`src/rtl/core/owtr_pkg.sv`:
```
// Shared types, constants and helper functions of the single-wire temperature reader.
`default_nettype none

package owtr_pkg;

    localparam int unsigned DEF_COUNT_WIDTH = 16;
    localparam int unsigned REG_WIDTH       = 16;
    localparam int unsigned CFG_IDX_WIDTH   = 3;
    localparam int unsigned TEMP_WIDTH      = 16;
    localparam int unsigned S_TDATA_WIDTH   = 8;
    localparam int unsigned M_TDATA_WIDTH   = 40;

    // Configuration register indexes.
    localparam logic [CFG_IDX_WIDTH-1:0] CFG_IDLE_TICKS     = 3'd0;
    localparam logic [CFG_IDX_WIDTH-1:0] CFG_RESET_LOW      = 3'd1;
    localparam logic [CFG_IDX_WIDTH-1:0] CFG_PRESENCE_WAIT  = 3'd2;
    localparam logic [CFG_IDX_WIDTH-1:0] CFG_SLOT_LOW       = 3'd3;
    localparam logic [CFG_IDX_WIDTH-1:0] CFG_WRITE_HOLD     = 3'd4;
    localparam logic [CFG_IDX_WIDTH-1:0] CFG_READ_SAMPLE    = 3'd5;
    localparam logic [CFG_IDX_WIDTH-1:0] CFG_READ_RECOVER   = 3'd6;

    localparam logic [REG_WIDTH-1:0] RST_IDLE_TICKS    = 16'd30;
    localparam logic [REG_WIDTH-1:0] RST_RESET_LOW     = 16'd600;
    localparam logic [REG_WIDTH-1:0] RST_PRESENCE_WAIT = 16'd50;
    localparam logic [REG_WIDTH-1:0] RST_SLOT_LOW      = 16'd30;
    localparam logic [REG_WIDTH-1:0] RST_WRITE_HOLD    = 16'd300;
    localparam logic [REG_WIDTH-1:0] RST_READ_SAMPLE   = 16'd30;
    localparam logic [REG_WIDTH-1:0] RST_READ_RECOVER  = 16'd100;

    // Script steps: reset, skip ROM, convert, reset, skip ROM, read scratchpad, two reads.
    localparam logic [2:0] STEP_FIRST_RESET  = 3'd0;
    localparam logic [2:0] STEP_SECOND_RESET = 3'd3;
    localparam logic [2:0] STEP_FIRST_READ   = 3'd6;
    localparam logic [2:0] STEP_LAST         = 3'd7;
    localparam logic [2:0] BIT_LAST          = 3'd7;

    localparam logic [7:0] CMD_SKIP_ROM    = 8'hCC;
    localparam logic [7:0] CMD_CONVERT     = 8'h44;
    localparam logic [7:0] CMD_READ_SCRPAD = 8'hBE;

    typedef enum logic [9:0] {
        PH_IDLE       = 10'b00_0000_0001,
        PH_RST_REL    = 10'b00_0000_0010,
        PH_RST_LOW    = 10'b00_0000_0100,
        PH_PRES_WAIT  = 10'b00_0000_1000,
        PH_PRES_AFTER = 10'b00_0001_0000,
        PH_W_LOW      = 10'b00_0010_0000,
        PH_W_HOLD     = 10'b00_0100_0000,
        PH_R_LOW      = 10'b00_1000_0000,
        PH_R_SAMPLE   = 10'b01_0000_0000,
        PH_R_REC      = 10'b10_0000_0000
    } t_phase;

    function automatic logic [7:0] script_byte(input logic [2:0] step);
        logic [7:0] b;
        unique case (step)
            3'd1, 3'd4: b = CMD_SKIP_ROM;
            3'd2:       b = CMD_CONVERT;
            3'd5:       b = CMD_READ_SCRPAD;
            default:    b = 8'h00;
        endcase
        return b;
    endfunction

    // First phase of a script step.
    function automatic t_phase step_entry(input logic [2:0] step);
        t_phase p;
        if (step == STEP_FIRST_RESET || step == STEP_SECOND_RESET) begin
            p = PH_RST_REL;
        end else if (step >= STEP_FIRST_READ) begin
            p = PH_R_LOW;
        end else begin
            p = PH_W_LOW;
        end
        return p;
    endfunction

    // Tenths of a degree from sixteenths: (10*raw + 8) / 16, truncated toward zero.
    function automatic logic signed [TEMP_WIDTH-1:0] to_tenths(
        input logic signed [TEMP_WIDTH-1:0] raw
    );
        logic signed [19:0] ext;
        logic signed [19:0] sum;
        logic signed [19:0] quo;
        ext = 20'(raw);
        sum = (ext <<< 3) + (ext <<< 1) + 20'sd8;
        if (sum < 0) begin
            sum = sum + 20'sd15;
        end
        quo = sum >>> 4;
        return quo[TEMP_WIDTH-1:0];
    endfunction

endpackage

`default_nettype wire

```
`src/rtl/core/one_wire_temperature_reader.sv`:
```
// Top level of the single-wire bus master that reads a temperature sensor with skip ROM.
//
// Each slave-side transaction is one bus tick: tdata[0] requests a measurement,
// tdata[1] carries the line level sampled in that tick. Each tick yields exactly
// one master-side transaction holding the line drive, busy and done flags and the
// latest reading in sixteenths and in tenths of a degree.
// The script (reset, 0xCC, 0x44, reset, 0xCC, 0xBE, two read bytes) is stepped by a
// tick counter per phase; phase lengths come from the seven configuration registers.
// The result of an accepted tick is registered in the output register,
// and one tick is taken in every cycle, limited only by the output register: a new
// tick is accepted whenever that register is empty or is being emptied in the same
// cycle. When the receiver stalls, the result is held and input is stalled too.
// The configuration channel is always ready; a write to index 7 is ignored.
// Reset returns the sequencer to idle, clears the stored reading, empties the
// output register and loads the default register values.
`default_nettype none

module one_wire_temperature_reader #(
    parameter int unsigned COUNT_WIDTH = owtr_pkg::DEF_COUNT_WIDTH
) (
    input  wire logic                               i_clk,
    input  wire logic                               i_rst_n,
    input  wire logic                               i_s_axis_tvalid,
    output logic                                    o_s_axis_tready,
    // [0] start_req, [1] line_in, [7:2] zero
    input  wire logic [owtr_pkg::S_TDATA_WIDTH-1:0] i_s_axis_tdata,
    output logic                                    o_m_axis_tvalid,
    input  wire logic                               i_m_axis_tready,
    // [0] line_drive_low, [1] busy_res, [2] done_res, [18:3] temp_raw,
    // [34:19] temp_tenths, [39:35] zero
    output logic [owtr_pkg::M_TDATA_WIDTH-1:0]      o_m_axis_tdata,
    input  wire logic                               i_cfg_valid,
    output logic                                    o_cfg_ready,
    input  wire logic [owtr_pkg::CFG_IDX_WIDTH-1:0] i_cfg_index,
    input  wire logic [owtr_pkg::REG_WIDTH-1:0]     i_cfg_data
);
    import owtr_pkg::*;

    localparam int unsigned LEN_WIDTH = (COUNT_WIDTH > REG_WIDTH) ? COUNT_WIDTH : REG_WIDTH;
    localparam logic [LEN_WIDTH-1:0] COUNT_MAX = LEN_WIDTH'({COUNT_WIDTH{1'b1}});

    logic [REG_WIDTH-1:0]   r_idle_ticks, r_reset_low, r_presence_wait, r_slot_low;
    logic [REG_WIDTH-1:0]   r_write_hold, r_read_sample, r_read_recover;

    t_phase                 r_phase, n_phase;
    logic [COUNT_WIDTH-1:0] r_tick, n_tick;
    logic [2:0]             r_bit, n_bit;
    logic [2:0]             r_cmd, n_cmd;
    logic [15:0]            r_shift, n_shift;
    logic [15:0]            r_last, n_last;

    logic                   r_out_valid;
    logic                   r_out_drive, r_out_busy, r_out_done;
    logic [TEMP_WIDTH-1:0]  r_out_raw, r_out_tenths;

    logic                   s_fire;
    logic                   start_req, line_in;
    logic                   drive, busy, done;

    assign s_fire          = i_s_axis_tvalid && o_s_axis_tready;
    assign o_s_axis_tready = !r_out_valid || i_m_axis_tready;
    assign o_cfg_ready     = 1'b1;
    assign start_req       = i_s_axis_tdata[0];
    assign line_in         = i_s_axis_tdata[1];

    always_ff @(posedge i_clk) begin
        if (!i_rst_n) begin
            r_idle_ticks    <= RST_IDLE_TICKS;
            r_reset_low     <= RST_RESET_LOW;
            r_presence_wait <= RST_PRESENCE_WAIT;
            r_slot_low      <= RST_SLOT_LOW;
            r_write_hold    <= RST_WRITE_HOLD;
            r_read_sample   <= RST_READ_SAMPLE;
            r_read_recover  <= RST_READ_RECOVER;
        end else if (i_cfg_valid) begin
            unique case (i_cfg_index)
                CFG_IDLE_TICKS:    r_idle_ticks    <= i_cfg_data;
                CFG_RESET_LOW:     r_reset_low     <= i_cfg_data;
                CFG_PRESENCE_WAIT: r_presence_wait <= i_cfg_data;
                CFG_SLOT_LOW:      r_slot_low      <= i_cfg_data;
                CFG_WRITE_HOLD:    r_write_hold    <= i_cfg_data;
                CFG_READ_SAMPLE:   r_read_sample   <= i_cfg_data;
                CFG_READ_RECOVER:  r_read_recover  <= i_cfg_data;
                default: begin
                end
            endcase
        end
    end

    always_comb begin
        t_phase                 cur_phase;
        logic [COUNT_WIDTH-1:0] cur_tick;
        logic [2:0]             cur_bit;
        logic [2:0]             cur_cmd;
        logic [15:0]            cur_shift;
        logic [REG_WIDTH-1:0]   len_reg;
        logic [LEN_WIDTH-1:0]   len;
        logic                   last_tick;
        logic                   adv;
        logic [7:0]             wbyte;

        cur_phase = r_phase;
        cur_tick  = r_tick;
        cur_bit   = r_bit;
        cur_cmd   = r_cmd;
        cur_shift = r_shift;
        if (r_phase == PH_IDLE && start_req) begin
            cur_phase = PH_RST_REL;
            cur_tick  = '0;
            cur_bit   = '0;
            cur_cmd   = STEP_FIRST_RESET;
            cur_shift = '0;
        end

        n_phase = cur_phase;
        n_tick  = cur_tick;
        n_bit   = cur_bit;
        n_cmd   = cur_cmd;
        n_shift = cur_shift;
        n_last  = r_last;
        drive   = 1'b0;
        busy    = 1'b0;
        done    = 1'b0;
        adv     = 1'b0;
        wbyte   = script_byte(cur_cmd);

        unique case (cur_phase)
            PH_RST_REL, PH_PRES_AFTER: len_reg = r_idle_ticks;
            PH_RST_LOW:                len_reg = r_reset_low;
            PH_PRES_WAIT:              len_reg = r_presence_wait;
            PH_W_LOW, PH_R_LOW:        len_reg = r_slot_low;
            PH_W_HOLD:                 len_reg = r_write_hold;
            PH_R_SAMPLE:               len_reg = r_read_sample;
            default:                   len_reg = r_read_recover;
        endcase
        // A zero length counts as one tick; lengths beyond the counter are clipped.
        len = (len_reg == '0) ? LEN_WIDTH'(1) : LEN_WIDTH'(len_reg);
        if (len > COUNT_MAX) begin
            len = COUNT_MAX;
        end
        last_tick = ((LEN_WIDTH + 1)'(cur_tick) + (LEN_WIDTH + 1)'(1)) >= (LEN_WIDTH + 1)'(len);

        if (cur_phase != PH_IDLE) begin
            busy = 1'b1;
            if (last_tick) begin
                n_tick = '0;
            end else begin
                n_tick = cur_tick + COUNT_WIDTH'(1);
            end
        end

        unique case (cur_phase)
            PH_IDLE: begin
            end
            PH_RST_REL: begin
                if (last_tick) begin
                    n_phase = PH_RST_LOW;
                end
            end
            PH_RST_LOW: begin
                drive = 1'b1;
                if (last_tick) begin
                    n_phase = PH_PRES_WAIT;
                end
            end
            PH_PRES_WAIT: begin
                // The presence response is not examined.
                if (last_tick) begin
                    n_phase = PH_PRES_AFTER;
                end
            end
            PH_PRES_AFTER: begin
                adv = last_tick;
            end
            PH_W_LOW: begin
                drive = 1'b1;
                if (last_tick) begin
                    n_phase = PH_W_HOLD;
                end
            end
            PH_W_HOLD: begin
                drive = !wbyte[cur_bit];
                if (last_tick) begin
                    if (cur_bit == BIT_LAST) begin
                        adv = 1'b1;
                    end else begin
                        n_bit   = cur_bit + 3'd1;
                        n_phase = PH_W_LOW;
                    end
                end
            end
            PH_R_LOW: begin
                drive = 1'b1;
                if (last_tick) begin
                    n_phase = PH_R_SAMPLE;
                end
            end
            PH_R_SAMPLE: begin
                if (last_tick) begin
                    if (line_in) begin
                        n_shift[{cur_cmd == STEP_LAST, cur_bit}] = 1'b1;
                    end
                    n_phase = PH_R_REC;
                end
            end
            PH_R_REC: begin
                if (last_tick) begin
                    if (cur_bit == BIT_LAST) begin
                        adv = 1'b1;
                    end else begin
                        n_bit   = cur_bit + 3'd1;
                        n_phase = PH_R_LOW;
                    end
                end
            end
            default: begin
                n_phase = PH_IDLE;
            end
        endcase

        if (adv) begin
            n_bit = '0;
            if (cur_cmd == STEP_LAST) begin
                n_last  = n_shift;
                n_cmd   = STEP_FIRST_RESET;
                n_phase = PH_IDLE;
                done    = 1'b1;
            end else begin
                n_cmd   = cur_cmd + 3'd1;
                n_phase = step_entry(cur_cmd + 3'd1);
            end
        end
    end

    always_ff @(posedge i_clk) begin
        if (!i_rst_n) begin
            r_phase     <= PH_IDLE;
            r_tick      <= '0;
            r_bit       <= '0;
            r_cmd       <= '0;
            r_shift     <= '0;
            r_last      <= '0;
            r_out_valid <= 1'b0;
        end else begin
            if (s_fire) begin
                r_phase     <= n_phase;
                r_tick      <= n_tick;
                r_bit       <= n_bit;
                r_cmd       <= n_cmd;
                r_shift     <= n_shift;
                r_last      <= n_last;
                r_out_valid <= 1'b1;
            end else if (i_m_axis_tready) begin
                r_out_valid <= 1'b0;
            end
        end
    end

    always_ff @(posedge i_clk) begin
        if (s_fire) begin
            r_out_drive  <= drive;
            r_out_busy   <= busy;
            r_out_done   <= done;
            r_out_raw    <= n_last;
            r_out_tenths <= to_tenths(n_last);
        end
    end

    assign o_m_axis_tvalid = r_out_valid;
    assign o_m_axis_tdata  = {5'd0, r_out_tenths, r_out_raw, r_out_done, r_out_busy,
                              r_out_drive};

    // The sequencer rests with its step and bit counters cleared.
    a_idle_clear: assert property (@(posedge i_clk) disable iff (!i_rst_n)
        (r_phase == PH_IDLE) |-> (r_cmd == STEP_FIRST_RESET && r_bit == 3'd0))
        else $error("idle with step or bit counter not cleared");

    // Read slots only occur in the two read steps.
    a_read_step: assert property (@(posedge i_clk) disable iff (!i_rst_n)
        (r_phase == PH_R_LOW || r_phase == PH_R_SAMPLE || r_phase == PH_R_REC)
        |-> (r_cmd >= STEP_FIRST_READ))
        else $error("read slot outside the read steps");

    // Completion and line drive only happen on ticks that belong to the script.
    a_flags_busy: assert property (@(posedge i_clk) disable iff (!i_rst_n)
        (r_out_valid && (r_out_done || r_out_drive)) |-> r_out_busy)
        else $error("done or drive reported outside a running script");

    // Completion always returns the sequencer to idle.
    a_done_idle: assert property (@(posedge i_clk) disable iff (!i_rst_n)
        (s_fire && done) |=> (r_phase == PH_IDLE))
        else $error("script finished but sequencer not idle");

endmodule

`default_nettype wire
```
`config.mk`:
```
export PLATFORM = sky130hd
export DESIGN_NAME = one_wire_temperature_reader
export DESIGN_NICKNAME = d
export VERILOG_FILES = /design/src/rtl/core/owtr_pkg.sv /design/src/rtl/core/one_wire_temperature_reader.sv
export SDC_FILE = /design/constraint.sdc
export NUM_CORES = 1
export LEC_CHECK = 0
export ABC_AREA = 1
export BUFFER_PORTS_ARGS = -buffer_cell sky130_fd_sc_hd__buf_4
export CORE_MARGIN = 1
export CORE_UTILIZATION = 45
export DETAILED_ROUTE_END_ITERATION = 8
export PLACE_DENSITY = 0.72
export SKIP_LAST_GASP = 1
export SLEW_MARGIN = 20
export SYNTH_ARGS = -nofsm -noshare
export SYNTH_HDL_FRONTEND = slang
export SYNTH_SLANG_ARGS = --single-unit
```
`constraint.sdc`:
```
create_clock -name i_clk -period 8.6 [get_ports i_clk]
set_clock_uncertainty 0.15 [all_clocks]
set_input_delay 0.86 -clock i_clk [delete_from_list [all_inputs] [get_ports i_clk]]
set_output_delay 0.86 -clock i_clk [all_outputs]
set_load 0.1 [all_outputs]
```
==> impl_metrics.tcl, run 1 <==
set metrics [dict create \
    cts_tree "yes" \
    ys_ff_latch 212 \
    grt.overflow.total 0 \
    drt_iter0_drc 970 \
    grt_pass1_wl_mm 49.5 \
    register_area_um2 4590 \
    yosysUniqueCellTypes 54 \
    crit_required_ps 8720 \
    ant_nets 0 \
    start_util_pct 46.2 \
    fp.coreArea_um2 25300 \
    rsz0062_at_grt "false" \
    synth_commonest_cells "nand2_1, nor2_1, inv_1" \
    finalSetupViolCount 0 \
    cp_max_fo 15 \
    yosys_warnings 0 \
    clk_latency_ps 530 \
    hold_path_class "reg2reg" \
    viasPerCell 5.34 \
    fin_tns_setup_ps 0 \
    final_hold_viol_count 0 \
    synth_area_per_cell_um2 7.10 \
    synth_cells 1648 \
    p_total_mw 2.40 \
    vias 10900 \
    max_clock_freq_mhz 128 \
    critPathCaptureType "flop" \
    die_w_um 163 \
    die-area_um2 26700 \
    drtPass1Iterations 5 \
    fillCellCount 2418 \
    ctsHoldBuffers 0 \
    yosysTopAreaCell "dfxtp_1" \
    max_cap_viol_count 0 \
    drcViolationCount 0 \
    startpoint "r_phase[7]" \
    async_flop_share_pct 0 \
    r2r_slack_ps 780 \
    cp_slowest_cell "clkinvlp_4" \
    fin_nets 1778 \
    synth-edff-count 35 \
    drive_above_1_share_pct 9.34 \
    cp-start-kind "flop" \
    syn2layout_area_growth_pct 12.9 \
    ir_worst_vdd_mv 0.152 \
    gr-usage-all-layers_pct 22.7 \
    clk_pin_slew_ps 60 \
    critPathKind "reg2reg" \
    clock_path_buffers 3 \
    crit_top_cell "nand2_1" \
    synthesis.area_um2 11700 \
    io_buffers 62 \
    total_leakage_power_nw 5.88 \
    place_congestion 0.930 \
    outcome "complete, no violations" \
    crit_arrival_ps 7950 \
    dieHeight_um 163 \
    rr_startpoint "r_phase[7]" \
    cts_buffers 24 \
    worstReg2RegEnd "r_out_tenths[4]" \
    fin_crit_ps 7820 \
    worst_pin_slew_ps 1050 \
    r2r_cells 40 \
    dpl.hpwl_mm 20.4 \
    synth_seq_area_share_pct 39.3 \
    min_period_over_period_pct 90.9 \
    n_antenna_cell 0 \
    cts_sinks 212 \
    ys.flop_type "dfxtp_1" \
    wirelength_mm 30.1 \
    std_cell_rows 58 \
    antenna_found_initial 0 \
    grt_pass1_vias 10100 \
    slew_headroom_pct 29.5 \
    slowest_delay_ps 470 \
    drv_slew 0 \
    synth_area_leaders "dfxtp_1, nand2_1, edfxtp_1" \
    power_density_nw_per_um2 182 \
    yosysMostFrequentCell "nand2_1" \
    cp-endpoint "r_out_tenths[4]" \
    cts-root-buf "clkbuf_16" \
    io_pins 75 \
    cts-htree-levels 1 \
    avgRoutedWirePerCell_um 14.8 \
    netlist.area_leader.share_pct 30.3 \
    multiInputGateArea_um2 6090 \
    grt_max_degree 103 \
]
worst max-delay path, delay by kind of cell (launching register included):
| family | cells | cell delay (ps) |
|---|---|---|
| adder cells (fa/ha/maj) | 3 | 910 |
| AO/OA/AOI/OAI | 9 | 2070 |
| AND/OR/NAND/NOR | 22 | 2850 |
| flip-flops | 1 | 400 |
| buffers and inverters | 6 | 1180 |
timing repair:
| action | 4_1_cts | 5_1_grt |
|---|---|---|
| gates resized for setup | 0 | 2 |
| setup buffers | 0 | 1 |
| endpoints found under the setup margin | 0 | 3 |
| hold endpoints to repair | 0 | 0 |
metal layers:
metal  track usage [%]  routed length (um)  vias to the layer above
li1                  -                   -                     5461
met1              30.0               13800                     5019
met2              38.2               14000                      315
met3              2.29                1480                       56
met4              7.90                 848                        0
met5                 0                   0                        -
worst min path at each step:
stage	slack, ps	startpoint	cells past startpoint	to
after floorplan	270	r_presence_wait[6]	2	r_presence_wait[6]
after global placement	280	r_presence_wait[6]	2	r_presence_wait[6]
after detailed placement	290	r_read_sample[4]	2	r_read_sample[4]
after CTS	300	r_presence_wait[11]	2	r_presence_wait[11]
after global routing	320	r_presence_wait[0]	2	r_presence_wait[0]
final	300	r_presence_wait[11]	2	r_presence_wait[11]
cells by family (layout without fill, tap and decap cells):
family	Yosys count	count (layout)	share of synthesized area (%)
compound gates	324	324	15.7
other cells	2	6	0.0642
buf+inv	262	312	8.90
xor+xnor	24	24	1.80
flops	212	212	39.3
mux	1	1	0.0855
simple gates	764	764	27.8
fa+ha+maj	59	59	6.37
cells in the final DEF, fill, tap and decap left out, types with 9 or more instances in the layout:
cell,synthesis,routed
a22o_1,16,16
edfxtp_1,35,35
o21ai_0,180,179
o2111ai_1,9,9
ha_1,58,58
nand2_1,353,353
buf_4,10,79
clkbuf_16,0,25
nor3_1,24,24
a21oi_1,75,75
xor2_1,20,20
nand3_1,88,88
nand4_1,19,19
nor2_1,241,240
inv_1,182,181
dfxtp_1,177,177
a31oi_1,12,12
through the flow:
| step | instance area (um2) | utilization [%] | worst slack [ps] | std cells | hold WS [ps] |
|---|---|---|---|---|---|
| global placement | 12400 | 49.0 | 584 | 1990 | 285 |
| finish | 13200 | 52.2 | 779 | 2032 | 300 |
| detailed placement | 12400 | 49.0 | 429 | 1990 | 293 |
| global route | 13200 | 52.2 | 107 | 2032 | 322 |
| floorplan | 11700 | - | 1790 | 1652 | 275 |
| CTS | 13200 | 52.1 | 517 | 2031 | 304 |
area by class of cell:
| type | count | share of cell area, % |
|---|---|---|
| multi-input combinational | 1178 | 46.1 |
| sequential | 212 | 34.8 |
| clock inverter | 9 | 0.719 |
| timing repair buffer | 80 | 4.64 |
| clock buffer | 32 | 5.23 |
| inverter | 191 | 5.45 |
| tap | 330 | 3.12 |
power by group:
part | total [mW] | switching [mW] | internal, mW
logic | 0.333 | 0.249 | 0.0839
clock network | 1.01 | 0.414 | 0.595
registers | 1.06 | 0.0169 | 1.04
total | 2.40 | 0.681 | 1.72
registers in the layout (all words and copies together), names as in the netlist:
| signal | cells |
|---|---|
| r_bit | 3 |
| r_reset_low | 16 |
| r_read_sample | 16 |
| r_out_raw | 16 |
| r_out_tenths | 16 |
| r_tick | 16 |
| o_m_axis_tvalid | 1 |
| r_shift | 16 |
| r_last | 16 |
| r_read_recover | 16 |
| r_slot_low | 16 |
| r_out_done | 1 |
| r_presence_wait | 16 |
| r_write_hold | 16 |
| r_idle_ticks | 16 |
| r_phase | 10 |
| r_out_drive | 1 |
| r_cmd | 3 |
| r_out_busy | 1 |
Power figures use the tool's default switching activity.
==> run 2, diff against run 1 <==
--- a/config.mk
+++ b/config.mk
@@ -8,9 +8,9 @@
 export ABC_AREA = 1
 export BUFFER_PORTS_ARGS = -buffer_cell sky130_fd_sc_hd__buf_4
 export CORE_MARGIN = 1
-export CORE_UTILIZATION = 45
+export CORE_UTILIZATION = 31
 export DETAILED_ROUTE_END_ITERATION = 8
-export PLACE_DENSITY = 0.72
+export PLACE_DENSITY = 0.56
 export SKIP_LAST_GASP = 1
 export SLEW_MARGIN = 20
 export SYNTH_ARGS = -nofsm -noshare
==> run 2 against run 1 <==
  * Combinational power grew 2%
  * Setup slack improved by 170 ps
  * Register-to-register slack better by 170 ps
  * Largest power group is now the clock network
  * Die area up 45%
  * Clock power grew 14%
  * Via count up 0.29%
  * Fmax increased by 2.2%
  * Total power is 6.0% higher
  * Final cell count is 9.4% higher
  * First-iteration DRC count decreased by 18%
==> impl_metrics.tcl, run 2 (synthesis results as in run 1) <==
set metrics [dict create \
    drtPass1Iterations 5 \
    clk_latency_ps 550 \
    cts_sinks 212 \
    hp-start "r_presence_wait[9]" \
    grt_pass1_vias 10300 \
    hold_path_class "reg2reg" \
    hold_end "r_presence_wait[9]" \
    rsz0062_at_grt "false" \
    ctsHoldBuffers 0 \
    cp_max_fo 15 \
    worstReg2RegEnd "r_out_tenths[4]" \
    min_period_over_period_pct 89.0 \
    post_cts_resized 0 \
    outcome "complete, no violations" \
    grt.overflow.total 0 \
    grt_max_degree 77 \
    fin_util_pct 37.0 \
    std_cell_rows 70 \
    start_util_pct 31.7 \
    die_w_um 196 \
    path_buf_inv 5 \
    crit_family "simple AND/OR/NAND/NOR gates" \
    max_clock_freq_mhz 131 \
    rr_startpoint "r_phase[5]" \
    ant_nets 0 \
    cts-htree-levels 1 \
    whs_path_depth 2 \
    cp_slowest_cell "clkinvlp_4" \
    drv_slew 0 \
    grt_pass1_wl_mm 53.8 \
    wirelength_mm 32.7 \
    final_cell_mix "nand2_1, nor2_1, inv_1" \
    antenna_found_initial 0 \
    drcViolationCount 0 \
    dieHeight_um 196 \
    ir_worst_vdd_mv 0.138 \
    avgRoutedWirePerCell_um 14.7 \
    fin_area_um2 13600 \
    drt_iter0_drc 797 \
    p_total_mw 2.55 \
    fin_nets 1792 \
    r2r_cells 39 \
    clk_pin_slew_ps 60 \
    place_congestion 0.867 \
    cts-root-buf "clkbuf_16" \
    total_leakage_power_nw 5.99 \
    worst_pin_slew_ps 954 \
    postCtsSetupRepairBufs 0 \
    fin_crit_ps 7650 \
    crit_required_ps 8750 \
    power_density_nw_per_um2 187 \
    critPathCaptureType "flop" \
    cts_buffers 26 \
    slew_headroom_pct 36.2 \
    fin_tns_setup_ps 0 \
    finalSetupViolCount 0 \
    n_antenna_cell 0 \
    syn2layout_area_growth_pct 16.5 \
    max_cap_viol_count 0 \
    fp.coreArea_um2 36900 \
    gr-usage-all-layers_pct 17.2 \
    vias 10900 \
    placed_area_um2 12700 \
    io_pins 75 \
    fin_cells 2224 \
    final_hold_viol_count 0 \
    cts_tree "yes" \
    drive_above_1_share_pct 10.3 \
    crit_arrival_ps 7800 \
    r2r_slack_ps 950 \
    io_buffers 62 \
    crit_top_cell "nand2_1" \
    cp-start-kind "flop" \
    dpl.hpwl_mm 22.1 \
    viasPerCell 4.89 \
    final_common_cell "nand2_1" \
    dp.cells 2177 \
    die-area_um2 38500 \
    critPathKind "reg2reg" \
    slowest_delay_ps 510 \
    clock_path_buffers 3 \
]
[run 2: metrics by stage]
step	setup slack, ps	hold WS, ps
3_3_place_gp	903	286
4_1_cts	920	305
5_1_grt	34.0	319
3_5_place_dp	823	293
6_report	947	300
2_1_floorplan	1790	275
[run 2: layout make-up]
cell class                 count  area [um2]
fill                        3902       23200
multi-input combinational   1178        6090
sequential                   212        4590
clock buffer                  39         795
inverter                     191         721
timing repair buffer          92         691
tap                          504         631
clock inverter                 8         111
[run 2: worst max path at each step]
| stage | to | from | cells after the start | slack, ps |
|---|---|---|---|---|
| after CTS | r_out_tenths[4] | r_phase[7] | 39 | 920 |
| final | r_out_tenths[4] | r_phase[5] | 39 | 950 |
| after detailed placement | r_out_tenths[4] | i_s_axis_tdata[0] | 41 | 820 |
| after global routing | r_out_tenths[4] | r_phase[0] | 40 | 30 |
| after global placement | r_out_tenths[4] | i_s_axis_tdata[0] | 41 | 900 |
| after floorplan | r_out_tenths[10] | i_s_axis_tdata[0] | 41 | 1790 |
[run 2: tightest hold or removal path: cells and delay by family (launching register included)]
kind	cells	cell delay (ps)
compound gates	1	50
buf+inv	1	50
flops	1	300
[run 2: report_power, final]
group	internal, mW	leakage (nW)	switching [mW]
Clock	0.699	0.444	0.447
Sequential	1.04	1.79	0.0172
Combinational	0.0848	3.75	0.255
Total	1.83	5.99	0.719
[run 2: metal layers]
| layer | share of wire (%) | up-vias | global-route usage, % |
|---|---|---|---|
| li1 | - | 5496 | - |
| met1 | 48 | 5060 | 23.6 |
| met2 | 45 | 278 | 27.8 |
| met3 | 5.2 | 49 | 2.44 |
| met4 | 2.2 | 0 | 5.03 |
| met5 | 0 | - | 0 |
==> run 3, diff against run 2 <==
--- a/config.mk
+++ b/config.mk
@@ -7,12 +7,13 @@
 export LEC_CHECK = 0
 export ABC_AREA = 1
 export BUFFER_PORTS_ARGS = -buffer_cell sky130_fd_sc_hd__buf_4
+export CAP_MARGIN = 5
 export CORE_MARGIN = 1
 export CORE_UTILIZATION = 31
+export CTS_BUF_LIST = sky130_fd_sc_hd__clkbuf_4
 export DETAILED_ROUTE_END_ITERATION = 8
 export PLACE_DENSITY = 0.56
 export SKIP_LAST_GASP = 1
-export SLEW_MARGIN = 20
 export SYNTH_ARGS = -nofsm -noshare
 export SYNTH_HDL_FRONTEND = slang
 export SYNTH_SLANG_ARGS = --single-unit
==> run 3 against run 2 <==
  * Combinational power hardly changed
  * Non-clock buffer count stayed put
  * Global-route usage is 0.36 points higher
  * Total power is 6.9% lower
  * Worst hold slack worse by 110 ps
  * Critical path depth stayed put
  * Sequential share of layout area is 0.25 points higher
  * Sequential cell count stayed put
  * Critical path type unchanged
==> impl_metrics.tcl, run 3 (synthesis results as in run 1) <==
set metrics [dict create \
    outcome "complete, no violations" \
    antenna_found_initial 2 \
    fin_nets 1826 \
    grt_max_degree 77 \
    start_util_pct 31.7 \
    worst_pin_slew_ps 1100 \
    grt_pass1_wl_mm 54.4 \
    post_cts_resized 0 \
    drv_slew 0 \
    dieHeight_um 196 \
    fp.coreArea_um2 36900 \
    place_congestion 0.867 \
    total_leakage_power_nw 6.03 \
    p_switching_uw 728 \
    register_area_um2 4590 \
    placed_area_um2 12700 \
    cp_max_fo 15 \
    dp_slack_ps 823 \
    crit_top_cell "nand2_1" \
    fin_tns_setup_ps 0 \
    grt.overflow.total 0 \
    cp-endpoint "r_out_tenths[4]" \
    wirelength_mm 33.1 \
    fin_area_um2 13500 \
    p_seq_share_pct 44.7 \
    fillCellCount 3946 \
    switching_share_pct 30.7 \
    cp-start-kind "flop" \
    grt_pass1_vias 10600 \
    p_comb_share_pct 14.3 \
    max_cap_viol_count 0 \
    final_cell_mix "nand2_1, nor2_1, inv_1" \
    crit_required_ps 8930 \
    cts_buffers 60 \
    drive_above_1_share_pct 13.3 \
    power_density_nw_per_um2 175 \
    p_clk_share_pct 41.0 \
    clk_latency_ps 800 \
    cts_sinks 212 \
    final_hold_viol_count 0 \
    viasPerCell 4.88 \
    cts-htree-levels 2 \
    die-area_um2 38500 \
    die_w_um 196 \
    rsz0062_at_grt "false" \
    ctsHoldBuffers 0 \
    vias 11200 \
    fin_util_pct 36.7 \
    slew_headroom_pct 26.3 \
    clock_path_buffers 3 \
    startpoint "r_phase[5]" \
    drtPass1Iterations 8 \
    final_common_cell "nand2_1" \
    syn2layout_area_growth_pct 15.6 \
    finalSetupViolCount 0 \
    worstReg2RegEnd "r_out_tenths[4]" \
    clk_pin_slew_ps 70 \
    dpl.hpwl_mm 22.1 \
    fin_crit_ps 7730 \
    max_clock_freq_mhz 129 \
    multiInputGateArea_um2 6090 \
    cts_tree "yes" \
    rr_startpoint "r_phase[5]" \
    hold_path_class "in2reg" \
    ant_nets 0 \
    internal-power_mw 1.64 \
    slowest_delay_ps 510 \
    r2r_cells 39 \
    ir_worst_vdd_mv 0.100 \
    cts-root-buf "clkbuf_4" \
    gr-usage-all-layers_pct 17.5 \
    std_cell_rows 70 \
    critPathCaptureType "flop" \
    setup_ws_ps 872 \
    crit_arrival_ps 8060 \
    drt_iter0_drc 856 \
    postCtsSetupRepairBufs 0 \
    avgRoutedWirePerCell_um 14.4 \
    cp_slowest_cell "clkinvlp_4" \
    critPathKind "reg2reg" \
    io_buffers 62 \
    r2r_slack_ps 870 \
    drcViolationCount 0 \
    holdWs_ps 192 \
    min_period_over_period_pct 89.9 \
    io_pins 75 \
]
-- run 3: cell count changes in the layout (fill, tap and decap cells not counted) --
cell and delta:
clkinv_4 -1, nor2_2 -1, inv_8 +1, clkinv_2 +2
clkbuf_8 -7, diode_2 +2, inv_6 -1, clkbuf_4 +97
clkinv_1 +8, clkbuf_16 -27, clkbuf_1 -4, nor2_1 +1
clkinv_8 -1, bufinv_16 -2
-- run 3: power by group through the flow --
stage | clock network (mW) | registers (mW) | logic [mW]
2_1_floorplan | 0 | 1.13 | 0.193
3_3_place_gp | 0 | 1.08 | 0.336
3_5_place_dp | 0 | 1.08 | 0.340
4_1_cts | 1.01 | 1.06 | 0.341
5_1_grt | 1.06 | 1.06 | 0.375
6_report | 0.972 | 1.06 | 0.339
-- run 3: metal layers --
layer	wire (um)	share of wire [%]	vias to the layer above	track usage, %
met5	0	0	-	0
met4	845	2.6	0	6.71
met3	2030	6.1	64	3.40
met2	14700	44	330	28.0
met1	15500	47	5185	23.3
li1	-	-	5612	-
-- run 3: layout make-up --
| class | instances | area share, % |
|---|---|---|
| multi-input cells | 1178 | 45.0 |
| flip-flops and latches | 212 | 33.9 |
| clock buffers | 98 | 5.44 |
| inverters | 191 | 5.32 |
| repair buffers | 92 | 5.10 |
| well taps | 504 | 4.66 |
| clock inverters | 14 | 0.508 |
| diodes | 2 | 0.0370 |
-- run 3: critical path: cells and delay by family, from the launching register on --
family / cells / cell delay, ps
AND/OR/NAND/NOR: 22 / 2770
AO/OA/AOI/OAI: 9 / 2100
flip-flops: 1 / 460
adder cells (fa/ha/maj): 3 / 920
buffers and inverters: 5 / 990
-- run 3: stage by stage --
stage          power, mW  cells
3_5_place_dp        1.42   2177
3_3_place_gp        1.42   2177
2_1_floorplan       1.32   1652
4_1_cts             2.41   2289
6_report            2.37   2291
5_1_grt             2.50   2291
-- run 3: worst min path at each step --
stage | from | end | slack [ps] | cells past startpoint
floorplan | r_presence_wait[6] | r_presence_wait[6] | 270 | 2
global placement | r_presence_wait[6] | r_presence_wait[6] | 290 | 2
detailed placement | r_read_recover[5] | r_read_recover[5] | 290 | 2
finish | i_cfg_data[5] | r_read_recover[5] | 190 | 3
global route | i_cfg_data[3] | r_slot_low[3] | 140 | 3
CTS | i_cfg_data[3] | r_write_hold[3] | 120 | 3
